### config.mk
export PLATFORM = sky130hd
export DESIGN_NAME = palette_video_chunk_deframer
export DESIGN_NICKNAME = d
export VERILOG_FILES = /design/src/rtl/pvcd_pkg.sv /design/src/rtl/pvcd_datapath.sv /design/src/rtl/pvcd_ctrl.sv /design/src/rtl/palette_video_chunk_deframer.sv
export SDC_FILE = /design/constraint.sdc
export NUM_CORES = 2
export LEC_CHECK = 0
export ABC_CLOCK_PERIOD_IN_PS = 20500
export BUFFER_PORTS_ARGS = -buffer_cell sky130_fd_sc_hd__buf_4
export CORE_MARGIN = 2
export CORE_UTILIZATION = 57
export CTS_CLUSTER_SIZE = 10
export DETAILED_ROUTE_END_ITERATION = 7
export GPL_ROUTABILITY_DRIVEN = 0
export PLACE_DENSITY = 0.85
export SETUP_SLACK_MARGIN = 0.02
export SLEW_MARGIN = 20
export SYNTH_ARGS = -nofsm -noshare
export SYNTH_HDL_FRONTEND = slang
export SYNTH_SLANG_ARGS = --single-unit
### constraint.sdc
create_clock -name clk -period 20.5 [get_ports clk]
set_input_delay 3.075 -clock clk [delete_from_list [all_inputs] [get_ports clk]]
set_output_delay 3.075 -clock clk [all_outputs]
set_load 0.03 [all_outputs]
### src/rtl/pvcd_pkg.sv
`timescale 1ns / 1ps
// ----------------------------------------------------------------------------
// pvcd_pkg
// Types, codes and constants shared by the chunk deframer modules.
// ----------------------------------------------------------------------------
package pvcd_pkg;

	localparam int HDR_BYTES = 32;
	localparam int HDR_IDX_W = $clog2(HDR_BYTES);
	localparam int VIDEO_W   = 29;
	localparam int LEFT_W    = 29;

	localparam logic [15:0] RST_SAMPLE_RATE = 16'd11025;
	localparam logic [15:0] RST_RATE_NUM    = 16'd15;
	localparam logic [15:0] RST_RATE_DEN    = 16'd1;

	// Result kinds
	localparam logic [2:0] KIND_DESC  = 3'd0;
	localparam logic [2:0] KIND_VIDEO = 3'd1;
	localparam logic [2:0] KIND_AUDIO = 3'd2;
	localparam logic [2:0] KIND_ERR   = 3'd3;
	localparam logic [2:0] KIND_END   = 3'd4;

	// Status codes
	localparam logic [2:0] STAT_OK      = 3'd0;
	localparam logic [2:0] STAT_TYPE    = 3'd1;
	localparam logic [2:0] STAT_SIZE    = 3'd2;
	localparam logic [2:0] STAT_PALETTE = 3'd3;
	localparam logic [2:0] STAT_CHUNK   = 3'd4;

	// Configuration register indexes
	localparam logic [1:0] CFG_SAMPLE_RATE = 2'd0;
	localparam logic [1:0] CFG_RATE_NUM    = 2'd1;
	localparam logic [1:0] CFG_RATE_DEN    = 2'd2;

	localparam logic OP_DATA = 1'b0;
	localparam logic OP_END  = 1'b1;

	typedef struct packed {
		logic       op;
		logic [7:0] in_byte;
	} req_t;

	typedef struct packed {
		logic [2:0]         kind;
		logic [7:0]         data_byte;
		logic               last;
		logic [2:0]         status;
		logic [15:0]        width;
		logic [15:0]        height;
		logic [1:0]         channels;
		logic [VIDEO_W-1:0] video_bytes;
		logic [15:0]        audio_bytes;
		logic [15:0]        rate_num;
		logic [15:0]        rate_den;
		logic [15:0]        audio_rate;
	} res_t;

	typedef enum logic [3:0] {
		ST_HDR,
		ST_MUL1,
		ST_MUL2,
		ST_CHECK,
		ST_DESC,
		ST_HEAD,
		ST_VIDEO,
		ST_AUDIO,
		ST_PAD,
		ST_HALT
	} state_t;

	typedef struct packed {
		logic       hdr_shift;
		logic       hdr_rotate;
		logic       calc1;
		logic       calc2;
		logic       calc3;
		logic       load_video;
		logic       load_audio;
		logic       dec_left;
		logic       dec_pad;
		logic       emit;
		logic       from_hdr;
		logic [2:0] kind;
	} cmd_t;

	typedef struct packed {
		logic out_busy;
		logic hdr_full;
		logic head_last;
		logic err;
		logic video_zero;
		logic audio_zero;
		logic pad_zero;
		logic pad_one;
		logic left_one;
	} sts_t;

endpackage

### src/rtl/pvcd_datapath.sv
`timescale 1ns / 1ps
// ----------------------------------------------------------------------------
// pvcd_datapath
// Header shift line, decode arithmetic, byte counters, config and result register.
// ----------------------------------------------------------------------------
module pvcd_datapath (
	input  logic           clk,
	input  logic           arst_n,
	input  pvcd_pkg::req_t req,
	input  logic           res_stall,
	output logic           res_valid,
	output pvcd_pkg::res_t res,
	input  logic           cfg_we,
	input  logic [1:0]     cfg_index,
	input  logic [15:0]    cfg_data,
	input  pvcd_pkg::cmd_t cmd,
	output pvcd_pkg::sts_t sts
);
	import pvcd_pkg::*;

	logic [7:0]           hdr_q [HDR_BYTES];
	logic [HDR_IDX_W-1:0] hcnt_q;
	logic [HDR_IDX_W-1:0] hidx_q;
	logic [15:0]          cfg_srate_q, cfg_rnum_q, cfg_rden_q;

	logic [31:0] chunk;
	logic [15:0] w, h, pal, asz, srate_h;
	logic [7:0]  planes, rb;
	logic        chan2;
	logic [16:0] aligned;
	logic [15:0] audio;
	logic [15:0] srate_eff;

	logic [32:0] pa_s1;
	logic [31:0] pw_s1;
	logic [40:0] pa_s2;
	logic [39:0] pw_s2;

	logic [40:0] image;
	logic [40:0] video;
	logic [41:0] total;
	logic [2:0]  code;

	logic [2:0]         err_q;
	logic [VIDEO_W-1:0] video_q;
	logic [31:0]        pad_q;
	logic [15:0]        audio_q, srate_q, rnum_q, rden_q;
	logic [LEFT_W-1:0]  left_q;

	logic res_valid_q;
	res_t res_q, res_d;

	// Header field extraction, big-endian
	always_comb begin
		chunk   = {hdr_q[2], hdr_q[3], hdr_q[4], hdr_q[5]};
		w       = {hdr_q[14], hdr_q[15]};
		h       = {hdr_q[16], hdr_q[17]};
		planes  = hdr_q[19];
		pal     = {hdr_q[20], hdr_q[21]};
		asz     = {hdr_q[22], hdr_q[23]};
		srate_h = {hdr_q[24], hdr_q[25]};
		rb      = hdr_q[26];
		chan2   = hdr_q[1][4];
		aligned = ({1'b0, w} + 17'd15) & ~17'hf;
		audio   = chan2 ? {asz[14:0], 1'b0} : asz;
		srate_eff = (srate_h == 16'd0 && audio != 16'd0) ? cfg_srate_q : srate_h;
	end

	// Header shift line: shift in stream bytes, rotate while replaying
	always_ff @(posedge clk) begin
		if (cmd.hdr_shift || cmd.hdr_rotate) begin
			for (int i = 0; i < HDR_BYTES - 1; i++) begin
				hdr_q[i] <= hdr_q[i+1];
			end
			hdr_q[HDR_BYTES-1] <= cmd.hdr_shift ? req.in_byte : hdr_q[0];
		end
	end

	// Header byte counters
	always_ff @(posedge clk or negedge arst_n) begin
		if (!arst_n) begin
			hcnt_q <= '0;
			hidx_q <= '0;
		end else begin
			if (cmd.hdr_shift)  hcnt_q <= hcnt_q + 1'b1;
			if (cmd.hdr_rotate) hidx_q <= hidx_q + 1'b1;
		end
	end

	// Configuration registers
	always_ff @(posedge clk or negedge arst_n) begin
		if (!arst_n) begin
			cfg_srate_q <= RST_SAMPLE_RATE;
			cfg_rnum_q  <= RST_RATE_NUM;
			cfg_rden_q  <= RST_RATE_DEN;
		end else if (cfg_we) begin
			case (cfg_index)
				CFG_SAMPLE_RATE: cfg_srate_q <= cfg_data;
				CFG_RATE_NUM:    cfg_rnum_q  <= cfg_data;
				CFG_RATE_DEN:    cfg_rden_q  <= cfg_data;
				default: ;
			endcase
		end
	end

	// Size products over two stages
	always_ff @(posedge clk) begin
		if (cmd.calc1) begin
			pa_s1 <= 33'(aligned) * 33'(h);
			pw_s1 <= 32'(w) * 32'(h);
		end
		if (cmd.calc2) begin
			pa_s2 <= 41'(pa_s1) * 41'(planes);
			pw_s2 <= 40'(pw_s1) * 40'(planes);
		end
	end

	// Checks and sizes
	always_comb begin
		image = ((hdr_q[1] & 8'he0) == 8'h20) ? {4'd0, pw_s2[39:3]} : {3'd0, pa_s2[40:3]};
		video = 41'(pal) + image;
		total = 42'(audio) + 42'(video) + 42'(HDR_BYTES);
		if (hdr_q[0] > 8'd1)
			code = STAT_TYPE;
		else if (planes == 8'd0 || pa_s2 > 41'h7fff_ffff)
			code = STAT_SIZE;
		else if ((hdr_q[0] == 8'd1 && pal > 16'd512) || (hdr_q[0] == 8'd0 && pal > 16'd768))
			code = STAT_PALETTE;
		else if (42'(chunk) < total)
			code = STAT_CHUNK;
		else
			code = STAT_OK;
	end

	// Latch decode results and derive the rates
	always_ff @(posedge clk) begin
		if (cmd.calc3) begin
			err_q   <= code;
			video_q <= video[VIDEO_W-1:0];
			pad_q   <= chunk - total[31:0];
			audio_q <= audio;
			srate_q <= srate_eff;
			if (rb == 8'd0 && audio != 16'd0 && srate_eff != 16'd0) begin
				rnum_q <= srate_eff;
				rden_q <= audio;
			end else if (rb == 8'd0) begin
				rnum_q <= cfg_rnum_q;
				rden_q <= cfg_rden_q;
			end else begin
				rnum_q <= {8'd0, rb};
				rden_q <= 16'd1;
			end
		end else if (cmd.dec_pad) begin
			pad_q <= pad_q - 32'd1;
		end
	end

	// Packet byte counter
	always_ff @(posedge clk) begin
		if (cmd.load_video)
			left_q <= video_q;
		else if (cmd.load_audio)
			left_q <= LEFT_W'(audio_q);
		else if (cmd.dec_left)
			left_q <= left_q - 1'b1;
	end

	// Build the next result
	always_comb begin
		res_d      = '0;
		res_d.kind = cmd.kind;
		case (cmd.kind)
			KIND_DESC: begin
				res_d.width       = w;
				res_d.height      = h;
				res_d.channels    = chan2 ? 2'd2 : 2'd1;
				res_d.video_bytes = video_q;
				res_d.audio_bytes = audio_q;
				res_d.rate_num    = rnum_q;
				res_d.rate_den    = rden_q;
				res_d.audio_rate  = srate_q;
			end
			KIND_VIDEO, KIND_AUDIO: begin
				res_d.data_byte = cmd.from_hdr ? hdr_q[0] : req.in_byte;
				res_d.last      = cmd.from_hdr ? (sts.head_last && sts.video_zero)
				                               : sts.left_one;
			end
			KIND_ERR: res_d.status = err_q;
			default: ;
		endcase
	end

	// Result register: load on emit, drop once taken
	always_ff @(posedge clk or negedge arst_n) begin
		if (!arst_n)
			res_valid_q <= 1'b0;
		else if (cmd.emit)
			res_valid_q <= 1'b1;
		else if (!res_stall)
			res_valid_q <= 1'b0;
	end

	always_ff @(posedge clk) begin
		if (cmd.emit) res_q <= res_d;
	end

	assign res_valid = res_valid_q;
	assign res       = res_q;

	// Status to the controller
	always_comb begin
		sts.out_busy   = res_valid_q && res_stall;
		sts.hdr_full   = (hcnt_q == HDR_IDX_W'(HDR_BYTES - 1));
		sts.head_last  = (hidx_q == HDR_IDX_W'(HDR_BYTES - 1));
		sts.err        = (err_q != STAT_OK);
		sts.video_zero = (video_q == '0);
		sts.audio_zero = (audio_q == 16'd0);
		sts.pad_zero   = (pad_q == 32'd0);
		sts.pad_one    = (pad_q == 32'd1);
		sts.left_one   = (left_q == LEFT_W'(1));
	end

endmodule

### src/rtl/pvcd_ctrl.sv
`timescale 1ns / 1ps
// ----------------------------------------------------------------------------
// pvcd_ctrl
// Phase sequencer: header capture, decode, replay, payload, padding, halt.
// ----------------------------------------------------------------------------
module pvcd_ctrl (
	input  logic           clk,
	input  logic           arst_n,
	input  logic           req_valid,
	input  logic           req_op,
	output logic           req_stall,
	input  pvcd_pkg::sts_t sts,
	output pvcd_pkg::cmd_t cmd
);
	import pvcd_pkg::*;

	state_t state_q, state_n;
	logic   acc;

	assign acc = req_valid && !req_stall;

	always_ff @(posedge clk or negedge arst_n) begin
		if (!arst_n) state_q <= ST_HDR;
		else         state_q <= state_n;
	end

	// Next state
	always_comb begin
		state_n = state_q;
		case (state_q)
			ST_HDR: begin
				if (acc && req_op == OP_END) state_n = ST_HALT;
				else if (acc && sts.hdr_full) state_n = ST_MUL1;
			end
			ST_MUL1:  state_n = ST_MUL2;
			ST_MUL2:  state_n = ST_CHECK;
			ST_CHECK: state_n = ST_DESC;
			ST_DESC: begin
				if (!sts.out_busy) state_n = sts.err ? ST_HALT : ST_HEAD;
			end
			ST_HEAD: begin
				if (!sts.out_busy && sts.head_last) begin
					if (!sts.video_zero)      state_n = ST_VIDEO;
					else if (!sts.audio_zero) state_n = ST_AUDIO;
					else if (sts.pad_zero)    state_n = ST_HDR;
					else                      state_n = ST_PAD;
				end
			end
			ST_VIDEO: begin
				if (acc && req_op == OP_END) state_n = ST_HALT;
				else if (acc && sts.left_one) begin
					if (!sts.audio_zero)   state_n = ST_AUDIO;
					else if (sts.pad_zero) state_n = ST_HDR;
					else                   state_n = ST_PAD;
				end
			end
			ST_AUDIO: begin
				if (acc && req_op == OP_END) state_n = ST_HALT;
				else if (acc && sts.left_one) state_n = sts.pad_zero ? ST_HDR : ST_PAD;
			end
			ST_PAD: begin
				if (acc && req_op == OP_END) state_n = ST_HALT;
				else if (acc && sts.pad_one) state_n = ST_HDR;
			end
			ST_HALT: state_n = ST_HALT;
			default: state_n = ST_HALT;
		endcase
	end

	// Commands and input stall
	always_comb begin
		cmd       = '0;
		cmd.kind  = KIND_END;
		req_stall = 1'b1;
		case (state_q)
			ST_HDR, ST_VIDEO, ST_AUDIO, ST_PAD: begin
				req_stall = sts.out_busy;
				if (acc && req_op == OP_END) begin
					cmd.emit = 1'b1;
					cmd.kind = KIND_END;
				end else if (acc) begin
					case (state_q)
						ST_HDR: cmd.hdr_shift = 1'b1;
						ST_VIDEO: begin
							cmd.emit       = 1'b1;
							cmd.kind       = KIND_VIDEO;
							cmd.dec_left   = 1'b1;
							cmd.load_audio = sts.left_one && !sts.audio_zero;
						end
						ST_AUDIO: begin
							cmd.emit     = 1'b1;
							cmd.kind     = KIND_AUDIO;
							cmd.dec_left = 1'b1;
						end
						default: cmd.dec_pad = 1'b1;
					endcase
				end
			end
			ST_MUL1:  cmd.calc1 = 1'b1;
			ST_MUL2:  cmd.calc2 = 1'b1;
			ST_CHECK: cmd.calc3 = 1'b1;
			ST_DESC: begin
				if (!sts.out_busy) begin
					cmd.emit = 1'b1;
					cmd.kind = sts.err ? KIND_ERR : KIND_DESC;
				end
			end
			ST_HEAD: begin
				if (!sts.out_busy) begin
					cmd.emit       = 1'b1;
					cmd.kind       = KIND_VIDEO;
					cmd.from_hdr   = 1'b1;
					cmd.hdr_rotate = 1'b1;
					if (sts.head_last) begin
						cmd.load_video = !sts.video_zero;
						cmd.load_audio = sts.video_zero && !sts.audio_zero;
					end
				end
			end
			ST_HALT: req_stall = 1'b0;
			default: req_stall = 1'b0;
		endcase
	end

endmodule

### src/rtl/palette_video_chunk_deframer.sv
`timescale 1ns / 1ps
// ----------------------------------------------------------------------------
// palette_video_chunk_deframer
// Splits a chunked palette video byte stream into descriptor, video and audio.
// ----------------------------------------------------------------------------
// Usage:
//   req channel: one stream byte (op = data) or end of stream per request.
//   res channel: descriptor, video byte, audio byte, error or end results.
//   cfg port: fallback sample rate and frame rate, written while idle.
// Timing:
//   Header bytes are taken one per cycle while no result is held. After
//   the 32nd byte the decode runs through two multiply stages and a check
//   stage, then the descriptor and, if no error, the 32 replayed header
//   bytes leave one per cycle while no result is held. Payload and padding
//   bytes are taken likewise; payload bytes leave via the result register.
// Reset: all control clears, fallbacks return to 11025 Hz and 15/1 fps,
//   the block waits for a header.
// Stall: requests are held off during decode and replay, and while a result
//   is held they are stalled, except after halt; an error or end halts the
//   block until reset, inputs then dropped.
// ----------------------------------------------------------------------------
module palette_video_chunk_deframer (
	input  logic           clk,
	input  logic           arst_n,
	input  logic           req_valid,
	output logic           req_stall,
	input  pvcd_pkg::req_t req,
	output logic           res_valid,
	input  logic           res_stall,
	output pvcd_pkg::res_t res,
	input  logic           cfg_we,
	input  logic [1:0]     cfg_index,
	input  logic [15:0]    cfg_data
);
	import pvcd_pkg::*;

	cmd_t cmd;
	sts_t sts;

	// Phase sequencer
	pvcd_ctrl u_ctrl (
		.clk       (clk),
		.arst_n    (arst_n),
		.req_valid (req_valid),
		.req_op    (req.op),
		.req_stall (req_stall),
		.sts       (sts),
		.cmd       (cmd)
	);

	// Header store, arithmetic and result register
	pvcd_datapath u_dp (
		.clk       (clk),
		.arst_n    (arst_n),
		.req       (req),
		.res_stall (res_stall),
		.res_valid (res_valid),
		.res       (res),
		.cfg_we    (cfg_we),
		.cfg_index (cfg_index),
		.cfg_data  (cfg_data),
		.cmd       (cmd),
		.sts       (sts)
	);

endmodule

==> impl_metrics.csv <==
group,metric,value,unit
status,status,"finished, violations left",
status,failing_checks,"DRC",
die,floorplan.initialDensity,57.6,%
detailed_routing,detail_route.vias_per_cell,5.90,
cts,tritoncts,"done",
cts,cts_resized,0,
detailed_routing,routed_length_per_instance,20.4,µm
die,die-width,333,µm
detailed_routing,routed_wirelength,149000,µm
final_layout,total_of_fill_cells_in_the_finished_design,7747,
die,pin_count,176,
run,max_cap_viol_count,0,
final_layout,flow.area_growth_from_synthesis,9.12,%
yosys,synthArstFlopShare,8.37,%
worst_hold_path,startpoint_of_the_worst_hold_path,"u_dp.hdr_q[1][18]$_DFFE_PP_",
place,dp_hpwl,110000,µm
cts,clock_path_buffers,3,
final_layout,nNetsFinal,6959,
worst_hold_path,hold_path_depth,0,
final_layout,layout.area.seq,0.0223,mm²
final_layout,multi_input_comb_area,0.0359,mm²
place,portBuffers,175,
setup_path,timing.setup.critical_path_class,"register to register",
yosys,synth_edf_count,690,
setup_path,critical_path_arrival,9.04,ns
timing,hold_violations,0,
die,die_h,333,µm
worst_hold_path,min_path_type,"register to register",
yosys,synthesis.instances,5727,
final_layout,drive_above_1_share,8.24,%
die,core.rowCount,120,
yosys,synth_area_per_cell,10.8,µm²
place,placed_cells,7162,
cts,ctsHoldBuffers,0,
cts,path_clk_slew,0.07,ns
final_layout,non_filler_cells_in_the_finished_layout,7311,
timing,worst_relative_slew_slack,26.3,%
setup_path,timing.critical_path.slowest_cell_delay,0.89,ns
yosys,synth.ff_latch_count,753,
timing,final_critical_period,8.66,ns
setup_path,critPathCaptureType,"register",
setup_path,critPathMostFrequentCell,"fa_1",
worst_hold_path,worstHoldEndpoint,"u_dp.hdr_q[1][10]$_DFFE_PP_",
final_layout,num_antenna_cells,0,
timing,worst_pin_slew,1.10,ns
timing,finalSetupViolations,0,
timing,clock_skew,0.0831,ns
cts,cts_post_setup_buffers_inserted,0,
yosys,yosys_most_used_dff,"edfxtp_1",
die,design.die.area,0.111,mm²
cts,h_tree_depth,3,
detailed_routing,firstDrtPassIters,8,
timing,rsz0062_at_grt,"no",
timing,totalNegativeSetupSlack,0,ns
setup_path,worstSetupStartpointType,"register",
global_route,grt_pass1_wl,239000,µm
detailed_routing,antenna_left,0,
setup_path,crit_slowest_cell,"xor2_1",
setup_path,worstPathMaxFanout,19,
detailed_routing,drc_errors,3,
setup_path,worst_reg2reg_path_length_in_cells,29,
yosys,mappedNetlistArea,0.0619,mm²
setup_path,critical_path.reg2reg.startpoint,"u_dp.hdr_q[0][123]$_DFFE_PP_",
setup_path,cp_data_required_time,20.88,ns
global_route,grt_max_degree,95,
setup_path,reg2reg_setup_slack,11.84,ns
setup_path,critical-path-top-delay-family,"adder cells",
detailed_routing,overall_via_count_from_detail_route,43168,
setup_path,crit-reg2reg-capture,"u_dp.pa_s1[32]$_DFFE_PP_",
yosys,synth.distinct_cells,97,
global_route,via_count_of_the_first_global_routing_pass,44908,
cts,clock-sinks,753,
setup_path,launch_point_of_the_worst_path,"u_dp.hdr_q[0][123]$_DFFE_PP_",
detailed_routing,drt_iter0_markers,4240,
timing,timing_max_transition_violations_final,0,
global_route,grt_antenna_before_repair,1,
setup_path,path_buf_inv,3,
timing,maximum_clock_frequency,115,MHz
cts,cts-buffers-inserted,90,
die,core_area,0.107,mm²
yosys,ys_warn_count,0,
cts,clk_root_buffer_cell,"clkbuf_16",
global_route,global_route.usage.total,27.0,%
yosys,post_synthesis_net_count,6834,
global_route,final_global_route_overflow_total,0,
yosys,seq_area_frac_synth,36.1,%
cts,clock_insertion_delay_worst_skew,0.69,ns
timing,final_min_period_over_clock_period,42.2,%
layout by cell type, fill, tap and decap left out, drive strengths merged, types with 64 or more instances in the layout:
cell type,instances
nand2,798
inv,789
fa,693
edfxtp,690
and2,539
ha,382
buf,245
a21oi,182
nor2,172
xnor2,170
o21ai,128
clkbuf,128
xor2,87
mux2,66
nand3,64
cell usage after synthesis, drive strengths merged (6+ instances only):
| cell type | n | area, µm² |
|---|---|---|
| o41ai | 7 | 61.3 |
| nand2 | 798 | 3000 |
| dfstp | 11 | 289 |
| ha | 382 | 4780 |
| inv | 787 | 2950 |
| o21a | 19 | 143 |
| a211oi | 36 | 275 |
| nand3 | 64 | 320 |
| nand3b | 8 | 76.3 |
| clkbuf | 191 | 717 |
| and3 | 30 | 193 |
| or2 | 15 | 93.8 |
| o21bai | 26 | 195 |
| a211o | 8 | 70.1 |
| o21ba | 6 | 60.1 |
| a31oi | 29 | 181 |
| xnor2 | 170 | 1500 |
| or4 | 11 | 82.6 |
| nand4 | 35 | 225 |
| nor3 | 61 | 320 |
| or3 | 16 | 100 |
| o211ai | 18 | 145 |
| xor2 | 87 | 762 |
| nor2 | 172 | 648 |
| a22o | 10 | 87.6 |
| buf | 21 | 138 |
| o31ai | 30 | 225 |
| mux2i | 63 | 647 |
| edfxtp | 690 | 20700 |
| o21ai | 128 | 644 |
| a41oi | 7 | 61.3 |
| nand2b | 35 | 219 |
| nor4 | 49 | 319 |
| and2 | 539 | 3370 |
| and4 | 10 | 90.1 |
| a21boi | 9 | 67.6 |
| o31a | 7 | 61.3 |
| fa | 693 | 13900 |
| mux2 | 66 | 747 |
| dfrtp | 52 | 1300 |
| nor2b | 28 | 175 |
| a21o | 62 | 465 |
| a21oi | 182 | 915 |
layout make-up:
| class | count | area share [%] |
|---|---|---|
| timing repair buffer | 245 | 2.75 |
| inverter | 787 | 4.38 |
| multi-input combinational | 3975 | 53.1 |
| tap | 1403 | 2.60 |
| clock buffer | 128 | 3.59 |
| sequential | 753 | 33.0 |
| clock inverter | 20 | 0.530 |
worst reg2reg max path: cells and delay by family (launching register included):
kind	cells	cell delay (ns)
xor+xnor	2	0.97
buf+inv	3	0.15
compound gates	9	1.92
fa+ha+maj	6	2.79
simple gates	9	1.85
flops	1	0.75
flip-flops by register name, indices dropped and copies added, names as in the netlist, 16 cells and up:
register,count
u_dp.cfg_rden_q,16
u_dp.rden_q,16
u_dp.left_q,29
u_dp.cfg_srate_q,16
u_dp.rnum_q,16
u_dp.pa_s2,37
u_dp.pad_q,32
u_dp.pa_s1,29
u_dp.hdr_q,256
u_dp.srate_q,16
u_dp.res,142
u_dp.pw_s1,32
u_dp.audio_q,16
u_dp.video_q,29
u_dp.cfg_rnum_q,16
u_dp.pw_s2,37
kinds of logic (layout without fill, tap and decap cells):
logic type | after synthesis | count (layout) | share of synthesized area [%]
DFF | 753 | 753 | 36.1
adders and majority gates | 1075 | 1075 | 30.1
muxes | 129 | 129 | 2.25
xor gates and xnor gates | 257 | 257 | 3.66
AOI/OAI and AO/OA | 628 | 628 | 6.57
buffers and inverters | 999 | 1180 | 6.16
and+or+nand+nor | 1886 | 1886 | 15.2
how the worst max path moves through the flow:
stage	end	slack, ns	cells past startpoint
after floorplan	u_dp.hdr_q[0][0]$_DFFE_PP_	5.06	3
after global placement	u_dp.pa_s1[31]$_DFFE_PP_	12.37	28
after detailed placement	u_dp.pa_s1[31]$_DFFE_PP_	12.12	28
after CTS	u_dp.pa_s1[32]$_DFFE_PP_	11.99	29
after global routing	u_dp.pa_s1[31]$_DFFE_PP_	11.37	29
final	u_dp.pa_s1[32]$_DFFE_PP_	11.84	29
per-layer routing:
metal  wire (µm)  vias up  GRT usage [%]  share of wire [%]
li1            -    19102              -                  -
met1       55500    21382           33.6                 37
met2       72700     2220           45.6                 49
met3       14100      462           5.49                9.4
met4        7080        2           12.2                4.7
met5          10        -              0             0.0067
stage by stage:
step	utilization (%)	setup slack, ns	cell area, µm²	hold WS (ns)
floorplan	-	5.06	61900	0.400
global placement	60.3	12.37	64700	0.401
detailed placement	60.3	12.12	64700	0.405
CTS	62.9	11.99	67500	0.368
global route	62.9	11.37	67500	0.384
finish	62.9	11.84	67500	0.366
Power is left out: the tool's default activity adds up to more than one toggle a clock period on the data nets, which glitch-free logic cannot reach.
